--- src/design/kbpr_pkg.sv ---
// ----------------------------------------------------------------------------
// kbpr_pkg
// Shared types, constants and the key code map of the keypad bus responder.
// ----------------------------------------------------------------------------
package kbpr_pkg;

  localparam int MAX_PACKET_BYTES_DEF = 40;
  localparam int KEY_QUEUE_DEPTH_DEF  = 10;

  localparam int LEN_W = 6;

  localparam logic [3:0] HDR_BASE   = 4'h2;
  localparam logic [7:0] LINE_RESET = 8'hFF;
  localparam logic [7:0] NO_KEY     = 8'hFF;
  localparam int ACK_BIT   = 2;
  localparam int WARN_BIT  = 2;
  localparam int ALARM_BIT = 1;

  localparam logic [3:0] CODE_ZERO    = 4'hA;
  localparam logic [3:0] CODE_STAR    = 4'hB;
  localparam logic [3:0] CODE_HASH    = 4'hC;
  localparam logic [3:0] CODE_PROG    = 4'hD;
  localparam logic [3:0] CODE_UNKNOWN = 4'hE;
  localparam logic [3:0] CODE_ENTER   = 4'hF;

  typedef struct packed {
    logic good;
    logic cserr;
    logic ovf;
    logic wrise;
    logic arise;
    logic drop;
  } evt_t;

  typedef struct packed {
    logic       reply;
    logic [7:0] h1;
    logic [7:0] h2;
    logic [7:0] csum;
    evt_t       evt;
  } job_t;

  function automatic logic [3:0] map_key(input logic [7:0] k);
    logic [3:0] code;
    code = CODE_UNKNOWN;
    if (k >= 8'h31 && k <= 8'h39) code = 4'(k - 8'h30);
    else if (k == 8'h30) code = CODE_ZERO;
    else if (k == 8'h66 || k == 8'h2a) code = CODE_STAR;
    else if (k == 8'h76 || k == 8'h23) code = CODE_HASH;
    else if (k == 8'h70) code = CODE_PROG;
    else if (k == 8'h0d || k == 8'h2b || k == 8'h79 || k == 8'h59) code = CODE_ENTER;
    return code;
  endfunction

endpackage

--- src/design/kbpr_front.sv ---
// ----------------------------------------------------------------------------
// kbpr_front
// Accepts line bytes and key pushes, frames and checks packets, keeps the
// key queue and issues one job per accepted word.
// ----------------------------------------------------------------------------
module kbpr_front
  import kbpr_pkg::*;
#(
  parameter int MAX_PACKET_BYTES = MAX_PACKET_BYTES_DEF,
  parameter int KEY_QUEUE_DEPTH  = KEY_QUEUE_DEPTH_DEF
) (
  input  logic       clk,
  input  logic       rst,
  input  logic       in_valid,
  output logic       in_ready,
  input  logic       command,
  input  logic [7:0] data,
  input  logic       cfg_valid,
  input  logic [3:0] device_id,
  output logic       job_push,
  output job_t       job,
  input  logic       job_ready
);

  localparam int IW = (KEY_QUEUE_DEPTH > 1) ? $clog2(KEY_QUEUE_DEPTH) : 1;
  localparam int CW = $clog2(KEY_QUEUE_DEPTH + 1);
  localparam int SW = CW + 1;

  logic [3:0]       dev;
  logic             in_packet, in_packet_next;
  logic [7:0]       prev, prev_next;
  logic [LEN_W-1:0] len, len_next;
  logic [7:0]       header, header_next;
  logic [7:0]       status, status_next;
  logic [7:0]       bbl, bbl_next;
  logic [7:0]       sum, sum_next;
  logic [7:0]       last_code, last_code_next;
  logic             warn_seen, warn_seen_next;
  logic             alarm_seen, alarm_seen_next;
  logic [7:0]       key_queue [KEY_QUEUE_DEPTH];
  logic [7:0]       head_key;
  logic [CW-1:0]    key_count, key_count_next;
  logic [IW-1:0]    key_head, key_head_next;
  logic [SW-1:0]    tail_sum;
  logic [IW-1:0]    tail;
  logic             push_key, pop_key;
  logic [7:0]       chk;

  assign in_ready = job_ready;
  assign job_push = in_valid && in_ready;

  assign tail_sum = SW'(key_head) + SW'(key_count);
  assign tail = (tail_sum >= SW'(KEY_QUEUE_DEPTH)) ? IW'(tail_sum - SW'(KEY_QUEUE_DEPTH))
                                                   : IW'(tail_sum);

  always_comb begin
    in_packet_next  = in_packet;
    prev_next       = prev;
    len_next        = len;
    header_next     = header;
    status_next     = status;
    bbl_next        = bbl;
    sum_next        = sum;
    last_code_next  = last_code;
    warn_seen_next  = warn_seen;
    alarm_seen_next = alarm_seen;
    push_key        = 1'b0;
    pop_key         = 1'b0;
    chk             = (sum == 8'd0) ? 8'd1 : sum;
    job             = '0;
    if (command) begin
      if (key_count < CW'(KEY_QUEUE_DEPTH)) begin
        push_key = 1'b1;
      end else begin
        job.evt.drop = 1'b1;
      end
    end else if (!in_packet) begin
      if (prev == 8'd0 && data != 8'd0) begin
        in_packet_next = 1'b1;
        len_next       = LEN_W'(1);
        header_next    = data;
        status_next    = 8'd0;
        sum_next       = 8'd0;
        bbl_next       = data;
      end
      prev_next = data;
    end else begin
      prev_next   = data;
      status_next = (len == LEN_W'(1)) ? data : status;
      sum_next    = sum + bbl;
      bbl_next    = data;
      len_next    = len + LEN_W'(1);
      if (data != 8'd0) begin
        if (len_next >= LEN_W'(MAX_PACKET_BYTES)) begin
          in_packet_next = 1'b0;
          job.evt.ovf    = 1'b1;
        end
      end else begin
        in_packet_next = 1'b0;
        if (chk != bbl) begin
          job.evt.cserr = 1'b1;
        end else begin
          job.evt.good = 1'b1;
          if (header[7:4] == dev) begin
            job.reply = 1'b1;
            job.h1    = {dev, HDR_BASE};
            if (header[ACK_BIT]) begin
              if (key_count != '0) begin
                pop_key = 1'b1;
                job.h2  = {map_key(head_key), 4'h0};
              end
              last_code_next = job.h2;
            end else begin
              job.h2 = (last_code == NO_KEY) ? 8'd0 : last_code;
            end
            job.csum = job.h1 + job.h2;
          end
          job.evt.wrise   = status_next[WARN_BIT] && !warn_seen;
          job.evt.arise   = status_next[ALARM_BIT] && !alarm_seen;
          warn_seen_next  = status_next[WARN_BIT];
          alarm_seen_next = status_next[ALARM_BIT];
        end
      end
    end
    key_count_next = key_count;
    key_head_next  = key_head;
    if (push_key) key_count_next = key_count + CW'(1);
    if (pop_key) begin
      key_count_next = key_count - CW'(1);
      key_head_next  = (key_head == IW'(KEY_QUEUE_DEPTH - 1)) ? '0 : key_head + IW'(1);
    end
  end

  always_ff @(posedge clk) begin
    if (rst) begin
      dev        <= '0;
      in_packet  <= 1'b0;
      prev       <= LINE_RESET;
      len        <= '0;
      header     <= '0;
      status     <= '0;
      bbl        <= '0;
      sum        <= '0;
      last_code  <= NO_KEY;
      warn_seen  <= 1'b0;
      alarm_seen <= 1'b0;
      key_count  <= '0;
      key_head   <= '0;
    end else begin
      if (cfg_valid) dev <= device_id;
      if (job_push) begin
        in_packet  <= in_packet_next;
        prev       <= prev_next;
        len        <= len_next;
        header     <= header_next;
        status     <= status_next;
        bbl        <= bbl_next;
        sum        <= sum_next;
        last_code  <= last_code_next;
        warn_seen  <= warn_seen_next;
        alarm_seen <= alarm_seen_next;
        key_count  <= key_count_next;
        key_head   <= key_head_next;
      end
    end
  end

  // head entry kept registered, new key bypassed into an empty queue
  always_ff @(posedge clk) begin
    if (job_push && push_key) key_queue[tail] <= data;
    if (job_push) begin
      if (push_key && tail == key_head_next) head_key <= data;
      else head_key <= key_queue[key_head_next];
    end
  end

endmodule

--- src/design/kbpr_fifo.sv ---
// ----------------------------------------------------------------------------
// kbpr_fifo
// Two-entry job queue between the front and back halves.
// ----------------------------------------------------------------------------
module kbpr_fifo
  import kbpr_pkg::*;
(
  input  logic clk,
  input  logic rst,
  input  logic push,
  input  job_t din,
  output logic ready,
  output logic valid,
  output job_t dout,
  input  logic pop
);

  job_t       slot [2];
  logic       wr_ptr;
  logic       rd_ptr;
  logic [1:0] count;

  assign ready = (count != 2'd2);
  assign valid = (count != 2'd0);
  assign dout  = slot[rd_ptr];

  always_ff @(posedge clk) begin
    if (rst) begin
      wr_ptr <= 1'b0;
      rd_ptr <= 1'b0;
      count  <= 2'd0;
    end else begin
      if (push) wr_ptr <= ~wr_ptr;
      if (pop) rd_ptr <= ~rd_ptr;
      case ({push, pop})
        2'b10:   count <= count + 2'd1;
        2'b01:   count <= count - 2'd1;
        default: count <= count;
      endcase
    end
  end

  always_ff @(posedge clk) begin
    if (push) slot[wr_ptr] <= din;
  end

endmodule

--- src/design/kbpr_back.sv ---
// ----------------------------------------------------------------------------
// kbpr_back
// Takes jobs from the queue and sends their result words, one a cycle while
// out_ready does not stall them, through a registered output stage.
// ----------------------------------------------------------------------------
module kbpr_back
  import kbpr_pkg::*;
(
  input  logic       clk,
  input  logic       rst,
  input  logic       job_valid,
  input  job_t       job,
  output logic       job_pop,
  output logic       out_valid,
  input  logic       out_ready,
  output logic       has_reply,
  output logic [7:0] reply_byte,
  output logic       last,
  output evt_t       evt
);

  job_t       cur;
  logic       act;
  logic [1:0] beat;
  logic       load;
  logic       is_last;
  logic [7:0] beat_byte;

  assign load    = act && (!out_valid || out_ready);
  assign is_last = !cur.reply || (beat == 2'd3);
  assign job_pop = job_valid && (!act || (load && is_last));

  always_comb begin
    case (beat)
      2'd0:    beat_byte = cur.h1;
      2'd1:    beat_byte = cur.h2;
      2'd3:    beat_byte = cur.csum;
      default: beat_byte = 8'd0;
    endcase
  end

  always_ff @(posedge clk) begin
    if (rst) begin
      act       <= 1'b0;
      beat      <= 2'd0;
      out_valid <= 1'b0;
    end else begin
      if (load) out_valid <= 1'b1;
      else if (out_ready) out_valid <= 1'b0;
      if (job_pop) begin
        act  <= 1'b1;
        beat <= 2'd0;
      end else if (load) begin
        if (is_last) act <= 1'b0;
        else beat <= beat + 2'd1;
      end
    end
  end

  always_ff @(posedge clk) begin
    if (job_pop) cur <= job;
    if (load) begin
      has_reply  <= cur.reply;
      reply_byte <= cur.reply ? beat_byte : 8'd0;
      last       <= is_last;
      evt        <= (beat == 2'd0) ? cur.evt : '0;
    end
  end

endmodule

--- src/design/keypad_bus_packet_responder.sv ---
// ----------------------------------------------------------------------------
// keypad_bus_packet_responder
// Keypad bus responder: packet framing and checking up front, reply words
// sent from a sequencer behind a two-entry job queue.
// ----------------------------------------------------------------------------
// path: accepted input word -> job queue -> back sequencer -> registered outputs
// throughput: one input word a cycle while the job queue has room; a reply
//   is four result words, sent by the back sequencer one a cycle unless stalled
// reset: synchronous rst clears framing, flags, key count and the queues;
//   key queue entries hold no value until written
module keypad_bus_packet_responder
  import kbpr_pkg::*;
#(
  parameter int MAX_PACKET_BYTES = MAX_PACKET_BYTES_DEF,
  parameter int KEY_QUEUE_DEPTH  = KEY_QUEUE_DEPTH_DEF
) (
  input  logic       clk,
  input  logic       rst,
  input  logic       in_valid,
  output logic       in_ready,
  input  logic       command,
  input  logic [7:0] data,
  input  logic       cfg_valid,
  output logic       cfg_ready,
  input  logic [3:0] device_id,
  output logic       out_valid,
  input  logic       out_ready,
  output logic       has_reply,
  output logic [7:0] reply_byte,
  output logic       last,
  output logic       packet_good,
  output logic       checksum_error,
  output logic       overflow,
  output logic       warning_rise,
  output logic       alarm_rise,
  output logic       key_dropped
);

  job_t fj;
  job_t bj;
  logic fj_push;
  logic fj_ready;
  logic bj_valid;
  logic bj_pop;
  evt_t evt;

  assign cfg_ready = 1'b1;

  kbpr_front #(
    .MAX_PACKET_BYTES(MAX_PACKET_BYTES),
    .KEY_QUEUE_DEPTH (KEY_QUEUE_DEPTH)
  ) u_front (
    .clk      (clk),
    .rst      (rst),
    .in_valid (in_valid),
    .in_ready (in_ready),
    .command  (command),
    .data     (data),
    .cfg_valid(cfg_valid),
    .device_id(device_id),
    .job_push (fj_push),
    .job      (fj),
    .job_ready(fj_ready)
  );

  kbpr_fifo u_fifo (
    .clk  (clk),
    .rst  (rst),
    .push (fj_push),
    .din  (fj),
    .ready(fj_ready),
    .valid(bj_valid),
    .dout (bj),
    .pop  (bj_pop)
  );

  kbpr_back u_back (
    .clk       (clk),
    .rst       (rst),
    .job_valid (bj_valid),
    .job       (bj),
    .job_pop   (bj_pop),
    .out_valid (out_valid),
    .out_ready (out_ready),
    .has_reply (has_reply),
    .reply_byte(reply_byte),
    .last      (last),
    .evt       (evt)
  );

  assign packet_good    = evt.good;
  assign checksum_error = evt.cserr;
  assign overflow       = evt.ovf;
  assign warning_rise   = evt.wrise;
  assign alarm_rise     = evt.arise;
  assign key_dropped    = evt.drop;

endmodule

--- config.mk ---
export PLATFORM = sky130hd
export DESIGN_NAME = keypad_bus_packet_responder
export DESIGN_NICKNAME = d
export VERILOG_FILES = /design/src/design/kbpr_pkg.sv /design/src/design/kbpr_front.sv /design/src/design/kbpr_fifo.sv /design/src/design/kbpr_back.sv /design/src/design/keypad_bus_packet_responder.sv
export SDC_FILE = /design/constraint.sdc
export NUM_CORES = 1
export LEC_CHECK = 0
export BUFFER_PORTS_ARGS = -buffer_cell sky130_fd_sc_hd__clkbuf_2
export CORE_MARGIN = 3
export CORE_UTILIZATION = 59
export CTS_CLUSTER_SIZE = 16
export DETAILED_ROUTE_END_ITERATION = 6
export GPL_ROUTABILITY_DRIVEN = 0
export PLACE_DENSITY = 0.76
export SLEW_MARGIN = 20
export SYNTH_ARGS = -nofsm -noshare
export SYNTH_HDL_FRONTEND = slang
export SYNTH_SLANG_ARGS = --single-unit
--- constraint.sdc ---
create_clock -name clk -period 7.2 [get_ports clk]
set_clock_uncertainty 0.2 [all_clocks]
set_input_delay 0.36 -clock clk [delete_from_list [all_inputs] [get_ports clk]]
set_output_delay 0.36 -clock clk [all_outputs]
set_load 0.005 [all_outputs]
==> results.md <==
* Dpl hpwl at between 10 and 15 mm
* Worst Setup Path Type: flop to flop
* Routed len/inst at 18.7 um
* Final WS setup at 2.73 ns
* Routed wire length at 22.3 mm
* Vias in the first global route at between 7,000 and 8,000
* Antenna viol nets, final at 0
* Clock transition at the registers of the reported paths at roughly 0.060 ns
* Levels on crit path at 10
* Crit-path max cell delay at roughly 0.90 ns
* Status: completed
* Crit path max fanout at 27
* FFs w/ async S/R, synth at 0
* Slowest CP cell: xnor2_4
* Worst r2r dst: u_front.head_key[7]
* Port Buffers at 35
* Fill cells at 1,281
* Period minus WS final at around 4.5 ns
* Leakage at about 4.4 nW
* Die ar. at just over 20,000 sq um
* Non-Filler Instances at 1,192
* Clock sinks at 231
* Reg-to-Reg Start: u_front.key_count[0]
* Synth cell types at 73
* Sequential share of the synthesized area at 0.575
* Core ar. at 18,100 sq um
* Share of cells above drive strength 1 at 0.141
* Worst hold stages at 3
* Initial Util at 0.604
* Pwr/cell area at 278 nW/um^2
* Worst reg-to-reg path cell count at 10
* Synth Flop Type: edfxtp_1
* Row count at 49
* Required time of the critical path at 7.27 ns
* Mapped cell area at 10,900 sq um
* Final Slew Violations at 0
* Die Y at 142 um
* Slew of the pin with the lowest slew margin at 1.12 ns
* WP data arrival at 4.53 ns
* # diodes at 0
* Final TNS setup at 0 ns
* CTS Buf Count at 24
* CTS tree: built
* Yosys top cell area share at 0.456
* Drt first pass iters at 5
* CP top delay family: simple AND/OR/NAND/NOR gates
* Placed cell count at 1,142
* Top-count cell post-synth: edfxtp_1
* Endpoints failing setup at 0
* Rel. slew slack at 0.256
* Final Hold Vio Count at 0
* Multi-input gate area at 4340 sq um
* Setup repair after global routing missed its margin: false
* Area Overhead vs Synth at 10.4%
* Syn Inst Count at 918
* Most Frequent Cell on Critical Path: mux2_2
* DR DRC count at 0
* Hold Path End: u_front.dev[1]
* GRT Util Overall at 0.220
* Register area at 6290 sq um
* Max IR drop VDD at between 0.2 and 0.25 mV
* F_max at 224 MHz
* Maximum clock insertion buffer count at 3
* Crit share post-route at 0.620
* I/O pins at 37
* Global-route wire length before repair at around 36 mm
* H-Tree Depth at 1
* Syn nets at 965
* Post-synth top area cell: edfxtp_1
* DR vias at 7,366
* Synth area leaders: edfxtp_1 46%, dfxtp_1 12%, mux2_2 3.6%
* Top cells by instance count after synthesis: 166 x edfxtp_1, 80 x nor2_1, 65 x dfxtp_1, 51 x nand2_1, 43 x nand4_1
* Clk Latency, worst-skew pair at 0.52 ns
* Clock Tree Root: clkbuf_16
* Total grt overflow at 0
* Final layout net count at 992
* R2R Setup Slk at 2.73 ns
* Initial DRC Count at 691
* Initial antenna violation count at 0
* Startpoint Class: flop
* Die W at 142 um
* Min-Delay Path Class: input pin to flop
* #FFs+latches synth at 231
* Maxcap violations at 0
* CP endpoint kind: flop
* HP Start: cfg_valid
* Critical Path, Cell by Cell: nor4_2 -> nor4_1 -> and2_1 -> and3_1 -> buf_4 -> xnor2_4 -> mux2_2 -> a221o_1 -> o31a_1 -> mux2_2
* Setup Slack @ Placement at 2.73 ns
* Via density at 6.18
* Largest net degree at the start of global routing at roughly 70
* Avg Inst Size Synth at roughly 12 sq um
* Number of synthesized flops with an enable pin at 166
* Crit path buffers/inverters at 1
* Synthesis Warnings at 0
timing repair:
item | CTS | global route
setup buffers | 0 | 0
gates resized for setup | 0 | 0
hold buffers | 6 | 0
hold endpoints to repair | 5 | 0
layout make-up:
type	instances	area share
multi-input cells	614	0.360
clock buffers	34	0.0572
well taps	229	0.0238
repair buffers	50	0.0251
clock inverters	10	0.00529
flip-flops and latches	231	0.521
inverters	24	0.00747
tightest hold or removal path, delay by kind of cell:
family / cells / cell delay, ns
simple gates: 1 / 0.07
mux: 1 / 0.09
buf+inv: 1 / 0.15
power by group:
group / switching, mW / internal, mW / leakage [nW]
clock network: 0.495 / 0.670 / 0.373
registers: 0.0823 / 1.64 / 2.08
logic: 0.266 / 0.196 / 1.95
total: 0.844 / 2.51 / 4.40
worst max path at each step:
stage	from	to	slack, ns
2_1_floorplan	u_front.key_count[0]	u_front.key_queue[2][0]	3.28
3_3_place_gp	u_front.key_count[0]	u_front.head_key[4]	2.78
3_5_place_dp	data[4]	u_front.head_key[1]	2.73
4_1_cts	u_front.key_count[0]	u_front.head_key[7]	2.69
5_1_grt	u_front.key_head[0]	u_front.key_queue[0][5]	2.47
6_report	u_front.key_count[0]	u_front.head_key[7]	2.73
cells by family after synthesis:
family	count (synthesis)	share of synthesized area
mux	77	0.0771
xor+xnor	35	0.0298
compound gates	159	0.106
fa+ha+maj	29	0.0360
simple gates	313	0.148
other cells	1	0.000343
flops	231	0.575
buf+inv	73	0.0277
state kept, by name, summed over array words and instances (netlist names), 6 cells and up:
signal / flops
u_front.head_key: 8
u_front.prev: 8
u_back.evt: 6
u_front.key_queue: 80
u_front.len: 6
u_back.reply_byte: 7
u_fifo.slot: 42
u_front.sum: 8
u_front.bbl: 8
u_back.cur: 21
stage by stage:
step                      hold slack [ns]  cell area, sq um  total power [mW]   util
final                             0.00730             12100              3.35  0.667
after global routing               0.0384             12100              3.49  0.667
after global placement              0.242             11200              2.20  0.622
after floorplan                     0.237             10900              2.07      -
after detailed placement            0.262             11200              2.21  0.622
after CTS                         0.00364             12100              3.37  0.667
metal layers:
| layer | up-vias | global-route usage | part of all wire |
|---|---|---|---|
| met2 | 255 | 0.384 | 0.49 |
| met4 | 0 | 0.0803 | 0.032 |
| met1 | 3525 | 0.283 | 0.42 |
| met5 | - | 0 | 0 |
| li1 | 3531 | - | - |
| met3 | 55 | 0.0292 | 0.055 |
cell usage in the layout, fill, tap and decap left out, types with 10 or more instances in the layout:
master and instances:
nor4_1 13, and3_1 11, nand3_1 17, mux2i_1 32, inv_1 21, nand2_1 51, clkbuf_2 35, nand2b_1 10
xnor2_1 21, nand4_1 43, and2_1 12, ha_1 25, or3_1 10, nor2b_1 19, nor3_1 20, a21oi_1 41
mux2_2 35, edfxtp_1 166, nor2_1 79, dfxtp_1 65, a211o_1 12, a32oi_1 10, o21ai_0 14, clkbuf_16 25
xor2_1 13
(Power assumes the default switching activity.)
